===== src/design/rau_pkg.sv =====
`timescale 1ns / 1ps
package rau_pkg;

  localparam int WORD_BITS_DEF = 32;

  typedef enum logic [2:0] {
    OP_ADD = 3'd0,
    OP_SUB = 3'd1,
    OP_MUL = 3'd2,
    OP_DIV = 3'd3,
    OP_NEG = 3'd4,
    OP_INC = 3'd5,
    OP_DEC = 3'd6,
    OP_CMP = 3'd7
  } rau_op_t;

  typedef enum logic [3:0] {
    S_IDLE,
    S_MUL_INIT,
    S_MUL,
    S_FORM,
    S_GCD,
    S_DIV_INIT,
    S_DIV,
    S_FIX,
    S_OUT
  } rau_state_t;

  // Product slots of the shared multiplier.
  localparam logic [1:0] SEL_P0 = 2'd0;
  localparam logic [1:0] SEL_P1 = 2'd1;
  localparam logic [1:0] SEL_P2 = 2'd2;

  typedef struct packed {
    logic       load;
    logic       mul_init;
    logic [1:0] mul_sel;
    logic       mul_step;
    logic       form;
    logic       gcd_step;
    logic       div_init;
    logic       div_step;
    logic       fix;
    logic       out_load;
  } rau_cmd_t;

  typedef struct packed {
    rau_op_t op;
    logic    gcd_done;
  } rau_status_t;

endpackage


===== src/design/rau_req_if.sv =====
`timescale 1ns / 1ps
interface rau_req_if;
  logic               valid;
  logic               ready;
  logic        [ 2:0] req_type;
  logic signed [31:0] a_numerator;
  logic        [30:0] a_denominator;
  logic signed [31:0] b_numerator;
  logic        [30:0] b_denominator;

  modport source (output valid, req_type, a_numerator, a_denominator, b_numerator,
                  b_denominator, input ready);
  modport sink (input valid, req_type, a_numerator, a_denominator, b_numerator,
                b_denominator, output ready);
endinterface


===== src/design/rau_resp_if.sv =====
`timescale 1ns / 1ps
interface rau_resp_if;
  logic               valid;
  logic               ready;
  logic signed [31:0] res_numerator;
  logic signed [31:0] res_denominator;
  logic               is_less;
  logic               is_greater;
  logic               is_equal;

  modport source (output valid, res_numerator, res_denominator, is_less, is_greater,
                  is_equal, input ready);
  modport sink (input valid, res_numerator, res_denominator, is_less, is_greater,
                is_equal, output ready);
endinterface


===== src/design/rau_datapath.sv =====
`timescale 1ns / 1ps
module rau_datapath #(
  parameter int WORD_BITS = rau_pkg::WORD_BITS_DEF
) (
  input  logic                clk,
  input  rau_pkg::rau_cmd_t    cmd,
  output rau_pkg::rau_status_t status,
  input  logic        [ 2:0]  req_type,
  input  logic signed [31:0]  a_numerator,
  input  logic        [30:0]  a_denominator,
  input  logic signed [31:0]  b_numerator,
  input  logic        [30:0]  b_denominator,
  output logic signed [31:0]  res_numerator,
  output logic signed [31:0]  res_denominator,
  output logic                is_less,
  output logic                is_greater,
  output logic                is_equal
);
  import rau_pkg::*;

  localparam int W  = WORD_BITS;
  localparam int KW = $clog2(W);

  logic [W-1:0] an_x, ad_x, bn_x, bd_x;

  if (W > 32) begin : g_ext_wide
    assign an_x = {{(W-32){a_numerator[31]}}, a_numerator};
    assign bn_x = {{(W-32){b_numerator[31]}}, b_numerator};
  end else begin : g_ext_narrow
    assign an_x = a_numerator[W-1:0];
    assign bn_x = b_numerator[W-1:0];
  end

  if (W > 31) begin : g_den_wide
    assign ad_x = {{(W-31){1'b0}}, a_denominator};
    assign bd_x = {{(W-31){1'b0}}, b_denominator};
  end else begin : g_den_narrow
    assign ad_x = a_denominator[W-1:0];
    assign bd_x = b_denominator[W-1:0];
  end

  rau_op_t      op_r;
  logic [W-1:0] an_r, ad_r, bn_r, bd_r;
  logic [W-1:0] mcand_r, mplier_r;
  logic [W-1:0] p0_r, p1_r, p2_r;
  logic         n_neg_r, d_neg_r;
  logic [W-1:0] mn_r, md_r, u_r, v_r, g_r;
  logic [KW-1:0] k_r;
  logic [W-1:0] rem_a_r, rem_b_r, qa_r, qb_r;
  logic [W-1:0] fin_n_r, fin_d_r;
  logic         lt_r, gt_r, eq_r;
  logic [W-1:0] out_n_r, out_d_r;
  logic         out_lt_r, out_gt_r, out_eq_r;

  // Fraction formed before reduction: from the products, or from operand a for negate, increment and decrement.
  logic [W-1:0] n_f, d_f, d0;
  always_comb begin
    n_f = '0;
    d_f = '0;
    case (op_r)
      OP_ADD: begin n_f = p0_r + p1_r; d_f = p2_r; end
      OP_SUB: begin n_f = p0_r - p1_r; d_f = p2_r; end
      OP_MUL: begin n_f = p0_r;        d_f = p1_r; end
      OP_DIV: begin
        if (bn_r == '0) begin
          n_f = '0;
          d_f = W'(1);
        end else begin
          n_f = p0_r;
          d_f = p1_r;
        end
      end
      OP_NEG: begin n_f = '0 - an_r;   d_f = ad_r; end
      OP_INC: begin n_f = an_r + ad_r; d_f = ad_r; end
      OP_DEC: begin n_f = an_r - ad_r; d_f = ad_r; end
      default: begin n_f = '0; d_f = '0; end
    endcase
    d0 = (d_f == '0) ? W'(1) : d_f;
  end

  logic [W:0] ta, tb;
  assign ta = {rem_a_r, qa_r[W-1]};
  assign tb = {rem_b_r, qb_r[W-1]};

  logic [W-1:0] n1, d1;
  assign n1 = n_neg_r ? ('0 - qa_r) : qa_r;
  assign d1 = d_neg_r ? ('0 - qb_r) : qb_r;

  always_ff @(posedge clk) begin
    if (cmd.load) begin
      op_r <= rau_op_t'(req_type);
      an_r <= an_x;
      ad_r <= ad_x;
      bn_r <= bn_x;
      bd_r <= bd_x;
    end

    if (cmd.mul_init) begin
      case (cmd.mul_sel)
        SEL_P0: begin
          mcand_r  <= an_r;
          mplier_r <= (op_r == OP_MUL) ? bn_r : bd_r;
          p0_r     <= '0;
        end
        SEL_P1: begin
          mcand_r  <= ad_r;
          mplier_r <= (op_r == OP_MUL) ? bd_r : bn_r;
          p1_r     <= '0;
        end
        default: begin
          mcand_r  <= ad_r;
          mplier_r <= bd_r;
          p2_r     <= '0;
        end
      endcase
    end

    // Shift-and-add: low word of the product is the same for signed operands.
    if (cmd.mul_step) begin
      mcand_r  <= mcand_r << 1;
      mplier_r <= mplier_r >> 1;
      if (mplier_r[0]) begin
        case (cmd.mul_sel)
          SEL_P0:  p0_r <= p0_r + mcand_r;
          SEL_P1:  p1_r <= p1_r + mcand_r;
          default: p2_r <= p2_r + mcand_r;
        endcase
      end
    end

    if (cmd.form) begin
      n_neg_r <= n_f[W-1];
      d_neg_r <= d0[W-1];
      mn_r    <= n_f[W-1] ? ('0 - n_f) : n_f;
      md_r    <= d0[W-1] ? ('0 - d0) : d0;
      u_r     <= n_f[W-1] ? ('0 - n_f) : n_f;
      v_r     <= d0[W-1] ? ('0 - d0) : d0;
      k_r     <= '0;
      if (op_r == OP_CMP) begin
        fin_n_r <= '0;
        fin_d_r <= '0;
        lt_r    <= $signed(p0_r) < $signed(p1_r);
        gt_r    <= $signed(p1_r) < $signed(p0_r);
        eq_r    <= (an_r == bn_r) && (ad_r == bd_r);
      end else begin
        lt_r <= 1'b0;
        gt_r <= 1'b0;
        eq_r <= 1'b0;
      end
    end

    // Binary gcd: one halving or one subtraction per cycle until u is zero.
    if (cmd.gcd_step) begin
      if (!u_r[0] && !v_r[0]) begin
        u_r <= u_r >> 1;
        v_r <= v_r >> 1;
        k_r <= k_r + KW'(1);
      end else if (!u_r[0]) begin
        u_r <= u_r >> 1;
      end else if (!v_r[0]) begin
        v_r <= v_r >> 1;
      end else if (u_r >= v_r) begin
        u_r <= u_r - v_r;
      end else begin
        v_r <= v_r - u_r;
      end
    end

    if (cmd.div_init) begin
      g_r     <= v_r << k_r;
      rem_a_r <= '0;
      rem_b_r <= '0;
      qa_r    <= mn_r;
      qb_r    <= md_r;
    end

    // Two restoring dividers share the divisor g.
    if (cmd.div_step) begin
      if (ta >= {1'b0, g_r}) begin
        rem_a_r <= W'(ta - {1'b0, g_r});
        qa_r    <= {qa_r[W-2:0], 1'b1};
      end else begin
        rem_a_r <= ta[W-1:0];
        qa_r    <= {qa_r[W-2:0], 1'b0};
      end
      if (tb >= {1'b0, g_r}) begin
        rem_b_r <= W'(tb - {1'b0, g_r});
        qb_r    <= {qb_r[W-2:0], 1'b1};
      end else begin
        rem_b_r <= tb[W-1:0];
        qb_r    <= {qb_r[W-2:0], 1'b0};
      end
    end

    // A denominator still negative moves its sign into the numerator.
    if (cmd.fix) begin
      if (d1[W-1]) begin
        fin_n_r <= '0 - n1;
        fin_d_r <= '0 - d1;
      end else begin
        fin_n_r <= n1;
        fin_d_r <= d1;
      end
    end

    if (cmd.out_load) begin
      out_n_r  <= fin_n_r;
      out_d_r  <= fin_d_r;
      out_lt_r <= lt_r;
      out_gt_r <= gt_r;
      out_eq_r <= eq_r;
    end
  end

  assign status.op       = op_r;
  assign status.gcd_done = (u_r == '0);

  if (W > 32) begin : g_out_wide
    assign res_numerator   = out_n_r[31:0];
    assign res_denominator = out_d_r[31:0];
  end else if (W == 32) begin : g_out_same
    assign res_numerator   = out_n_r;
    assign res_denominator = out_d_r;
  end else begin : g_out_narrow
    assign res_numerator   = {{(32-W){1'b0}}, out_n_r};
    assign res_denominator = {{(32-W){1'b0}}, out_d_r};
  end

  assign is_less    = out_lt_r;
  assign is_greater = out_gt_r;
  assign is_equal   = out_eq_r;

endmodule


===== src/design/rau_ctrl.sv =====
`timescale 1ns / 1ps
module rau_ctrl #(
  parameter int WORD_BITS = rau_pkg::WORD_BITS_DEF
) (
  input  logic                clk,
  input  logic                rst_n,
  input  logic                in_valid,
  output logic                in_ready,
  output logic                out_valid,
  input  logic                out_ready,
  input  rau_pkg::rau_status_t status,
  output rau_pkg::rau_cmd_t    cmd
);
  import rau_pkg::*;

  localparam int CW = $clog2(WORD_BITS);
  localparam logic [CW-1:0] LAST = CW'(WORD_BITS - 1);

  rau_state_t    state_r, state_nxt;
  logic [CW-1:0] cnt_r, cnt_nxt;
  logic [1:0]    sel_r, sel_nxt;
  logic          out_valid_r, out_valid_nxt;
  logic [1:0]    last_sel;

  always_ff @(posedge clk) begin
    if (!rst_n) begin
      state_r     <= S_IDLE;
      cnt_r       <= '0;
      sel_r       <= SEL_P0;
      out_valid_r <= 1'b0;
    end else begin
      state_r     <= state_nxt;
      cnt_r       <= cnt_nxt;
      sel_r       <= sel_nxt;
      out_valid_r <= out_valid_nxt;
    end
  end

  // Add and subtract need a third product for the common denominator.
  assign last_sel = (status.op == OP_ADD || status.op == OP_SUB) ? SEL_P2 : SEL_P1;

  always_comb begin
    state_nxt     = state_r;
    cnt_nxt       = cnt_r;
    sel_nxt       = sel_r;
    out_valid_nxt = out_valid_r && !out_ready;
    cmd           = '0;
    cmd.mul_sel   = sel_r;
    in_ready      = 1'b0;
    case (state_r)
      S_IDLE: begin
        in_ready = 1'b1;
        if (in_valid) begin
          cmd.load  = 1'b1;
          sel_nxt   = SEL_P0;
          cnt_nxt   = '0;
          state_nxt = S_MUL_INIT;
        end
      end
      S_MUL_INIT: begin
        if (status.op inside {OP_NEG, OP_INC, OP_DEC}) begin
          state_nxt = S_FORM;
        end else begin
          cmd.mul_init = 1'b1;
          state_nxt    = S_MUL;
        end
      end
      S_MUL: begin
        cmd.mul_step = 1'b1;
        cnt_nxt      = cnt_r + CW'(1);
        if (cnt_r == LAST) begin
          cnt_nxt = '0;
          if (sel_r == last_sel) begin
            state_nxt = S_FORM;
          end else begin
            sel_nxt   = sel_r + 2'd1;
            state_nxt = S_MUL_INIT;
          end
        end
      end
      S_FORM: begin
        cmd.form  = 1'b1;
        state_nxt = (status.op == OP_CMP) ? S_OUT : S_GCD;
      end
      S_GCD: begin
        if (status.gcd_done) begin
          state_nxt = S_DIV_INIT;
        end else begin
          cmd.gcd_step = 1'b1;
        end
      end
      S_DIV_INIT: begin
        cmd.div_init = 1'b1;
        cnt_nxt      = '0;
        state_nxt    = S_DIV;
      end
      S_DIV: begin
        cmd.div_step = 1'b1;
        cnt_nxt      = cnt_r + CW'(1);
        if (cnt_r == LAST) begin
          cnt_nxt   = '0;
          state_nxt = S_FIX;
        end
      end
      S_FIX: begin
        cmd.fix   = 1'b1;
        state_nxt = S_OUT;
      end
      S_OUT: begin
        if (!out_valid_r || out_ready) begin
          cmd.out_load  = 1'b1;
          out_valid_nxt = 1'b1;
          state_nxt     = S_IDLE;
        end
      end
      default: state_nxt = S_IDLE;
    endcase
  end

  assign out_valid = out_valid_r;

`ifndef SYNTHESIS
  a_ready_only_idle: assert property (@(posedge clk) disable iff (!rst_n)
    (state_r != S_IDLE) |-> !in_ready)
    else $error("request taken outside idle");

  a_accept_starts: assert property (@(posedge clk) disable iff (!rst_n)
    (in_valid && in_ready) |=> (state_r == S_MUL_INIT))
    else $error("accepted request did not start");

  a_div_ends: assert property (@(posedge clk) disable iff (!rst_n)
    (state_r == S_DIV && cnt_r == LAST) |=> (state_r == S_FIX))
    else $error("division did not finish after a full word");

  a_load_sets_valid: assert property (@(posedge clk) disable iff (!rst_n)
    cmd.out_load |=> out_valid_r)
    else $error("result loaded without valid");
`endif

endmodule


===== src/design/rational_arith_unit.sv =====
`timescale 1ns / 1ps
// Rational arithmetic unit: fraction add, subtract, multiply, divide, negate,
// increment, decrement and compare, with the result reduced by its gcd.
// in_ch carries one request (operation and two fractions) with valid/ready;
// out_ch returns one result per request with valid/ready.
// The block works on one request at a time. After acceptance a request
// passes through the cross products (3 for add and subtract, 2 for
// multiply, divide and compare) from a shared shift-add multiplier that
// retires one multiplier bit per cycle, then through binary gcd steps and a
// reduction division that takes one quotient bit per cycle. Negate,
// increment and decrement skip the multiplier. Compare skips gcd and
// division.
// in_ch.ready is high only while the unit is idle; a new request may be
// taken while the previous result still waits in the output register.
// If the receiver stalls, the result holds and the next one waits before the
// output register. Reset (rst_n low, synchronous) returns to idle and drops
// any pending result.
module rational_arith_unit #(
  parameter int WORD_BITS = rau_pkg::WORD_BITS_DEF
) (
  input logic    clk,
  input logic    rst_n,
  rau_req_if.sink   in_ch,
  rau_resp_if.source out_ch
);
  import rau_pkg::*;

  rau_cmd_t    cmd;
  rau_status_t status;
  logic        in_ready;
  logic        out_valid;

  rau_ctrl #(
    .WORD_BITS(WORD_BITS)
  ) u_ctrl (
    .clk      (clk),
    .rst_n    (rst_n),
    .in_valid (in_ch.valid),
    .in_ready (in_ready),
    .out_valid(out_valid),
    .out_ready(out_ch.ready),
    .status   (status),
    .cmd      (cmd)
  );

  rau_datapath #(
    .WORD_BITS(WORD_BITS)
  ) u_datapath (
    .clk            (clk),
    .cmd            (cmd),
    .status         (status),
    .req_type       (in_ch.req_type),
    .a_numerator    (in_ch.a_numerator),
    .a_denominator  (in_ch.a_denominator),
    .b_numerator    (in_ch.b_numerator),
    .b_denominator  (in_ch.b_denominator),
    .res_numerator  (out_ch.res_numerator),
    .res_denominator(out_ch.res_denominator),
    .is_less        (out_ch.is_less),
    .is_greater     (out_ch.is_greater),
    .is_equal       (out_ch.is_equal)
  );

  assign in_ch.ready  = in_ready;
  assign out_ch.valid = out_valid;

endmodule

===== src/flat_wrapper.sv =====
// flat-port wrapper written by rule: the top's interface ports become plain ports
module rational_arith_unit_flat import rau_pkg::*;
#(
  parameter int WORD_BITS = rau_pkg::WORD_BITS_DEF
)
  (clk, rst_n, in_ch_valid, in_ch_req_type, in_ch_a_numerator, in_ch_a_denominator, in_ch_b_numerator, in_ch_b_denominator, in_ch_ready, out_ch_valid, out_ch_res_numerator, out_ch_res_denominator, out_ch_is_less, out_ch_is_greater, out_ch_is_equal, out_ch_ready);
  rau_req_if in_ch_i ();
  rau_resp_if out_ch_i ();
  input logic clk;
  input logic rst_n;
  input wire logic [$bits(in_ch_i.valid)-1:0] in_ch_valid;
  input wire logic [$bits(in_ch_i.req_type)-1:0] in_ch_req_type;
  input wire logic [$bits(in_ch_i.a_numerator)-1:0] in_ch_a_numerator;
  input wire logic [$bits(in_ch_i.a_denominator)-1:0] in_ch_a_denominator;
  input wire logic [$bits(in_ch_i.b_numerator)-1:0] in_ch_b_numerator;
  input wire logic [$bits(in_ch_i.b_denominator)-1:0] in_ch_b_denominator;
  output wire logic [$bits(in_ch_i.ready)-1:0] in_ch_ready;
  output wire logic [$bits(out_ch_i.valid)-1:0] out_ch_valid;
  output wire logic [$bits(out_ch_i.res_numerator)-1:0] out_ch_res_numerator;
  output wire logic [$bits(out_ch_i.res_denominator)-1:0] out_ch_res_denominator;
  output wire logic [$bits(out_ch_i.is_less)-1:0] out_ch_is_less;
  output wire logic [$bits(out_ch_i.is_greater)-1:0] out_ch_is_greater;
  output wire logic [$bits(out_ch_i.is_equal)-1:0] out_ch_is_equal;
  input wire logic [$bits(out_ch_i.ready)-1:0] out_ch_ready;
  assign in_ch_i.valid = in_ch_valid;
  assign in_ch_i.req_type = in_ch_req_type;
  assign in_ch_i.a_numerator = in_ch_a_numerator;
  assign in_ch_i.a_denominator = in_ch_a_denominator;
  assign in_ch_i.b_numerator = in_ch_b_numerator;
  assign in_ch_i.b_denominator = in_ch_b_denominator;
  assign in_ch_ready = in_ch_i.ready;
  assign out_ch_valid = out_ch_i.valid;
  assign out_ch_res_numerator = out_ch_i.res_numerator;
  assign out_ch_res_denominator = out_ch_i.res_denominator;
  assign out_ch_is_less = out_ch_i.is_less;
  assign out_ch_is_greater = out_ch_i.is_greater;
  assign out_ch_is_equal = out_ch_i.is_equal;
  assign out_ch_i.ready = out_ch_ready;
  rational_arith_unit #(.WORD_BITS(WORD_BITS)) u_core (.clk(clk), .rst_n(rst_n), .in_ch(in_ch_i), .out_ch(out_ch_i));
endmodule

===== config.mk =====
export PLATFORM = sky130hd
export DESIGN_NAME = rational_arith_unit_flat
export DESIGN_NICKNAME = d
export VERILOG_FILES = /design/src/design/rau_pkg.sv /design/src/design/rau_req_if.sv /design/src/design/rau_resp_if.sv /design/src/design/rau_datapath.sv /design/src/design/rau_ctrl.sv /design/src/design/rational_arith_unit.sv /design/src/flat_wrapper.sv
export SDC_FILE = /design/constraint.sdc
export NUM_CORES = 2
export LEC_CHECK = 0
export BUFFER_PORTS_ARGS = -buffer_cell sky130_fd_sc_hd__buf_2
export CELL_PAD_IN_SITES_DETAIL_PLACEMENT = 0
export CELL_PAD_IN_SITES_GLOBAL_PLACEMENT = 1
export CORE_MARGIN = 2
export CORE_UTILIZATION = 45
export DETAILED_ROUTE_END_ITERATION = 10
export PLACE_DENSITY = 0.82
export SYNTH_ARGS = -nofsm -noshare
export SYNTH_HDL_FRONTEND = slang
export SYNTH_SLANG_ARGS = --single-unit

===== constraint.sdc =====
create_clock -name clk -period 8.55 [get_ports clk]
set_input_delay 1.71 -clock clk [delete_from_list [all_inputs] [get_ports clk]]
set_output_delay 1.71 -clock clk [all_outputs]
set_load 0.02 [all_outputs]

======== Yosys cells after proc, flatten, opt, wreduce, memory -nomap -nowiden ========
Cells that the tools add are included.
storage, ports and cells
  register bits after elaboration ......... 730
  input port bits ......................... 133
  output and inout port bits .............. 69
  word-level logic and storage cells ...... 218
operators by class
  add/subtract/negate cells ............... 21
  $lt $le $gt $ge ......................... 5
  eq/ne operators ......................... 26
  shift-type cells ........................ 1
  mux-type cells .......................... 97
  reductions and logical operators ........ 30
operators by type and width
  kind                                                                  count
  32-bit two-way mux                                                    54
  32-bit one-hot mux with 7 select lines                                1
  1-bit by 32-bit subtractor with 32-bit output (first input constant)  7
  32-bit subtractor                                                     5
  32-bit adder                                                          4
  32-bit one-hot mux with 4 select lines                                1
  32-bit logical NOT                                                    3
  33-bit by 32-bit greater-or-equal comparator with 1-bit output        2
  32-bit < comparator                                                   2
  32-bit one-hot mux with 2 select lines                                1
  31-bit two-way mux                                                    2
  4-bit one-hot mux with 9 select lines                                 1
  32-bit by 31-bit adder with 32-bit output                             1
  32-bit == test                                                        1
  32-bit greater-or-equal comparator                                    1
  32-bit by 5-bit left shift with 32-bit output                         1
  32-bit by 31-bit subtractor with 32-bit output                        1
  31-bit == test                                                        1
  5-bit two-way mux                                                     5
  4-bit two-way mux                                                     6
  1-bit two-way mux                                                     19
  4-bit by 3-bit == test with 1-bit output (second input constant)      4
  5-bit one-hot mux with 3 select lines                                 1
  3-bit == test (second input constant)                                 4
  other kinds (27)                                                      52

======== Depth between registers and ports, before layout ========
  word-level depth ........................ 13
  mapped depth ............................ 24
  mapped depth without buffers ............ 22

======== Modules after synthesis ========
Synthesis repeated with hierarchy kept, for this count alone.
unflattened totals
  cell total of the unflattened synthesis .. 5930
  area total of the unflattened synthesis .. 54120.7 µm²
by module, submodules not included
  module        instances  cells each  area each (µm²)  sequential area each (µm²)
  rau_datapath  1          5831        53337.4          19889.1
  rau_ctrl      1          99          783.3            240.2

======== Worst setup path after synthesis ========
No wires, ideal clock.
  kind .................................... reg2reg
  start point ............................. register u_core.u_ctrl.state_r[2]
  end point ............................... register u_core.u_datapath.qa_r[0] (enable)
  data arrival time ....................... 6859 ps
  setup slack ............................. 1034 ps
  cell stages (with the launch flop) ...... 4
  path buffers ............................ 1
  clock period less this slack ............ 7516 ps
  cell sequence ........................... dfxtp_1 clkbuf_1 nand2b_1 a21oi_1
between the ends
  word-level cells in the longest chain between the ends .. 3
RTL lines
  element                                   RTL line             source
  start: declaration                        rau_ctrl.sv:19       rau_state_t state_r, state_nxt;
  start signal: assignment                  rau_ctrl.sv:32       state_r <= state_nxt;
  4-bit by 3-bit == test with 1-bit output  rau_ctrl.sv:50       case (state_r)
  1-bit two-way mux                         rau_ctrl.sv:50
  2-bit nonzero test (no line) (*)          --
  end signal: assignment                    rau_datapath.sv:173  qa_r <= mn_r;
  end signal: assignment                    rau_datapath.sv:181  qa_r <= {qa_r[W-2:0], 1'b1};
  end signal: assignment                    rau_datapath.sv:184  qa_r <= {qa_r[W-2:0], 1'b0};
  end: declaration                          rau_datapath.sv:49   logic [W-1:0] rem_a_r, rem_b_r, qa_r, qb_r;
Mark *: on every way between the ends. The rest lies on a longest branch, timed or not.
A chain may end at the register's enable or synchronous reset.

======== Worst setup path after layout ========
  start point ............................. register u_core.u_datapath.ad_r[2]
  end point ............................... register u_core.u_datapath.u_r[30]
between the ends
  word-level cells in the longest chain between the ends .. 10
RTL lines
  element                                                                                                             RTL line                                source
  start: declaration                                                                                                  rau_datapath.sv:43                      logic [W-1:0] an_r, ad_r, bn_r, bd_r;
  start signal: assignment                                                                                            rau_datapath.sv:93                      ad_r <= ad_x;
  32-bit by 31-bit subtractor with 32-bit output / 32-bit by 31-bit adder with 32-bit output (equally long branches)  rau_datapath.sv:75, rau_datapath.sv:74
  32-bit one-hot mux with 7 select lines (*)                                                                          rau_datapath.sv:60                      case (op_r)
  1-bit by 32-bit subtractor with 32-bit output                                                                       rau_datapath.sv:136                     u_r <= n_f[W-1] ? ('0 - n_f) : n_f;
  32-bit two-way mux (*)                                                                                              rau_datapath.sv:136
  32-bit two-way mux (*)                                                                                              rau_datapath.sv:131                     if (cmd.form) begin
  32-bit two-way mux                                                                                                  rau_datapath.sv:162                     end else if (u_r >= v_r) begin
  32-bit two-way mux                                                                                                  rau_datapath.sv:160                     end else if (!v_r[0]) begin
  32-bit two-way mux                                                                                                  rau_datapath.sv:158                     end else if (!u_r[0]) begin
  32-bit two-way mux                                                                                                  rau_datapath.sv:154                     if (!u_r[0] && !v_r[0]) begin
  32-bit two-way mux (*)                                                                                              rau_datapath.sv:153                     if (cmd.gcd_step) begin
  end signal: assignment                                                                                              rau_datapath.sv:155                     u_r <= u_r >> 1;
  end signal: assignment                                                                                              rau_datapath.sv:159                     u_r <= u_r >> 1;
  end signal: assignment                                                                                              rau_datapath.sv:163                     u_r <= u_r - v_r;
  end: declaration                                                                                                    rau_datapath.sv:47                      logic [W-1:0] mn_r, md_r, u_r, v_r, g_r;
Marked as above.

==> results.yml <==
placement:
  dp_hpwl_um: 153000
  place_congestion: 1.04
  place_inst: 7483
  pre_cts_slack_ps: 1770
  port_buffers: 201
floorplan:
  floorplan.initialDensity: 0.453
  dieArea_sq_um: 122000
  dieWidth_um: 349
  core-area_sq_um: 118000
  die_y_um: 349
  io-pin-count: 202
  rows: 126
worst_setup_path:
  worstSetupEndpointType: "register"
  required_ps: 9100
  arrival_ps: 7430
  rrSetupSlack_ps: 1680
  rr_worst_depth: 20
  crit_start: "u_core.u_datapath.ad_r[2]"
  r2r_end: "u_core.u_datapath.u_r[30]"
  cp-start-kind: "register"
  regToRegStartpoint: "u_core.u_datapath.ad_r[2]"
  critical_path_class: "register to register"
  critPathMaxFanout: 8
sta:
  slew_violations: 0
  max_freq_mhz: 145
  setup_tns_ps: 0
  period_share: 0.804
  fin_ws_ps: 1680
  worst_pin_slew_ps: 1200
  setup_violations: 0
  rsz0062_at_grt: "false"
  min_period_ps: 6870
  maxSlewHeadroom: 0.194
  finClkSkew_ps: 40.4
  finalHoldViolations: 0
synthesis:
  syn_area_sq_um: 53500
  async_flop_share: 0
  synth_enable_flop_cells: 551
  synth_top_area_share: 0.309
  synth_area_leaders: "edfxtp_1, ha_1, dfxtp_1, nand2_1, xnor2_1"
  synthFlopType: "edfxtp_1"
  synth-seq-cells: 730
  yosysSeqAreaShare: 0.376
  synth.largest_area_cell: "edfxtp_1"
  syn_nets: 6481
  yosys_warnings: 0
  netlist_top_cells_count: "nand2_1, edfxtp_1, nor2_1"
  synth_cells: 5980
  yosysMostFrequentCell: "nand2_1"
  syn_avg_cell_area_sq_um: 8.94
  ys_types: 102
worst_hold_path:
  hold_path.class: "register to register"
  hold_depth: 0
  hold_end: "u_core.u_datapath.res_numerator[15]"
  worstHoldStart: "u_core.u_datapath.fin_n_r[15]"
finish:
  fin_cells: 7640
  area_delta_synth_final_pct: 10.0
  utilization: 0.499
  drive_above_1_share: 0.0885
  nNetsFinal: 6533
clocking:
  ctsResizeCount: 0
  cts_tree: "built"
  clk_latency_ps: 690
  h-tree-depth: 3
  root_buffer: "clkbuf_16"
  cts_setup_buffers: 0
  ctsHoldBuffers: 0
  cts_sinks: 730
  path_clk_slew_ps: 60
  clk_path_buf_depth: 3
  cts_made_buffers: 83
status:
  status: "finished, final reports clean"
detailed_routing:
  viasPerCell: 6.11
  drt_iter0_markers: 4567
  drtPass1Iterations: 8
  wl_um: 195000
  ant_nets: 0
  dr_total_vias: 46700
  drc: 0
  wl_per_cell_um: 25.5
global_route:
  grt_max_degree: 84
  grt_pass1_vias: 44300
  grt_use_total: 0.314
  grt_overflow: 0
  antenna_found_initial: 4
  grt_pass1_wl_um: 287000
power:
  p_leak_uw: 0.0232
  ir_drop_mv: 0.200
  power_density_nw_per_um2: 329
flow_run:
  cap_violations: 0
## through the flow
stage	hold slack [ps]	instance area (sq um)	total power, uW
after floorplan	400	53500	12200
after global placement	401	56000	15400
after detailed placement	405	56000	15400
after CTS	413	58800	19200
after global routing	420	58800	20400
final	415	58800	19300
## flip-flops by register name, summed over array words and instances, names as in the netlist, 5 cells and up
| register | cells |
|---|---|
| u_core.u_datapath.an_r | 32 |
| u_core.u_datapath.bn_r | 32 |
| u_core.u_datapath.fin_d_r | 32 |
| u_core.u_datapath.fin_n_r | 32 |
| u_core.u_datapath.g_r | 32 |
| u_core.u_datapath.mcand_r | 32 |
| u_core.u_datapath.md_r | 32 |
| u_core.u_datapath.mn_r | 32 |
| u_core.u_datapath.mplier_r | 32 |
| u_core.u_datapath.p0_r | 32 |
| u_core.u_datapath.p1_r | 32 |
| u_core.u_datapath.p2_r | 32 |
| u_core.u_datapath.qa_r | 32 |
| u_core.u_datapath.qb_r | 32 |
| u_core.u_datapath.rem_a_r | 32 |
| u_core.u_datapath.rem_b_r | 32 |
| u_core.u_datapath.res_denominator | 32 |
| u_core.u_datapath.res_numerator | 32 |
| u_core.u_datapath.u_r | 32 |
| u_core.u_datapath.v_r | 32 |
| u_core.u_datapath.ad_r | 31 |
| u_core.u_datapath.bd_r | 31 |
| u_core.u_ctrl.cnt_r | 5 |
| u_core.u_datapath.k_r | 5 |
## power breakdown
part / internal [uW] / switching, uW / total [uW]
logic: 3720 / 6460 / 10200
clock network: 2140 / 1560 / 3700
registers: 4520 / 946 / 5470
total: 10400 / 8970 / 19300
## cells in the final DEF, fill, tap and decap left out, types with 57 or more instances in the layout
| master | count |
|---|---|
| edfxtp_1 | 551 |
| nor2b_1 | 60 |
| a21o_1 | 130 |
| nand2_1 | 605 |
| ha_1 | 357 |
| mux2i_1 | 154 |
| buf_2 | 201 |
| dfxtp_1 | 178 |
| or3_1 | 58 |
| buf_4 | 78 |
| o21a_1 | 68 |
| xor2_1 | 240 |
| clkbuf_16 | 86 |
| nand3_1 | 135 |
| o31ai_1 | 60 |
| o21ai_0 | 422 |
| xnor2_1 | 257 |
| nand2b_1 | 86 |
| nor2_1 | 504 |
| inv_1 | 305 |
| a21oi_1 | 387 |
| a22oi_1 | 57 |
| nor3_1 | 100 |
## worst max-delay path: stages (launching register included)
cell	delay [ps]
edfxtp_1	520
or4_1	620
nor3_1	230
nand2_1	200
nor4_1	740
a21oi_1	180
xnor2_1	170
ha_1	410
a21oi_1	270
o21ai_0	130
a31oi_1	390
o22ai_1	220
a2111oi_0	430
a311oi_1	150
a211oi_1	620
nand2_1	170
a2111oi_0	500
nor2b_1	300
a31oi_1	140
xnor2_1	170
o21ba_1	200
## area by class of cell
cell class	instances	area, sq um
timing repair buffer	279	1590
multi-input combinational	4625	31200
clock inverter	51	577
fill	11100	59100
clock buffer	103	2260
tap	1536	1920
sequential	730	20100
inverter	313	1180
antenna	3	7.51
## routing by layer
| metal | vias to the layer above | share of wire | track usage |
|---|---|---|---|
| met4 | 4 | 0.065 | 0.179 |
| li1 | 22000 | - | - |
| met3 | 463 | 0.068 | 0.0388 |
| met1 | 22300 | 0.41 | 0.399 |
| met2 | 1923 | 0.46 | 0.516 |
| met5 | - | 0.00014 | 0 |
## logic make-up (layout without fill, tap and decap cells)
family,Yosys count,in the layout,share of synthesized area
XOR/XNOR,502,502,0.0826
multiplexers,169,169,0.0337
adder cells (fa/ha/maj),368,368,0.0875
AND/OR/NAND/NOR,1880,1880,0.167
other,0,3,0
flip-flops,730,730,0.376
AO/OA/AOI/OAI,1706,1706,0.209
buffers and inverters,625,746,0.0443
## worst max-delay path by stage
stage          slack (ps)  cells after the start                        end
2_1_floorplan        1030                      3  u_core.u_datapath.qa_r[0]
3_3_place_gp         1890                     20  u_core.u_datapath.u_r[30]
3_5_place_dp         1770                     20  u_core.u_datapath.u_r[30]
4_1_cts              1750                     20  u_core.u_datapath.u_r[30]
5_1_grt               920                     20  u_core.u_datapath.u_r[30]
6_report             1680                     20  u_core.u_datapath.u_r[30]
No activity file was read; power rests on OpenSTA's default activity.
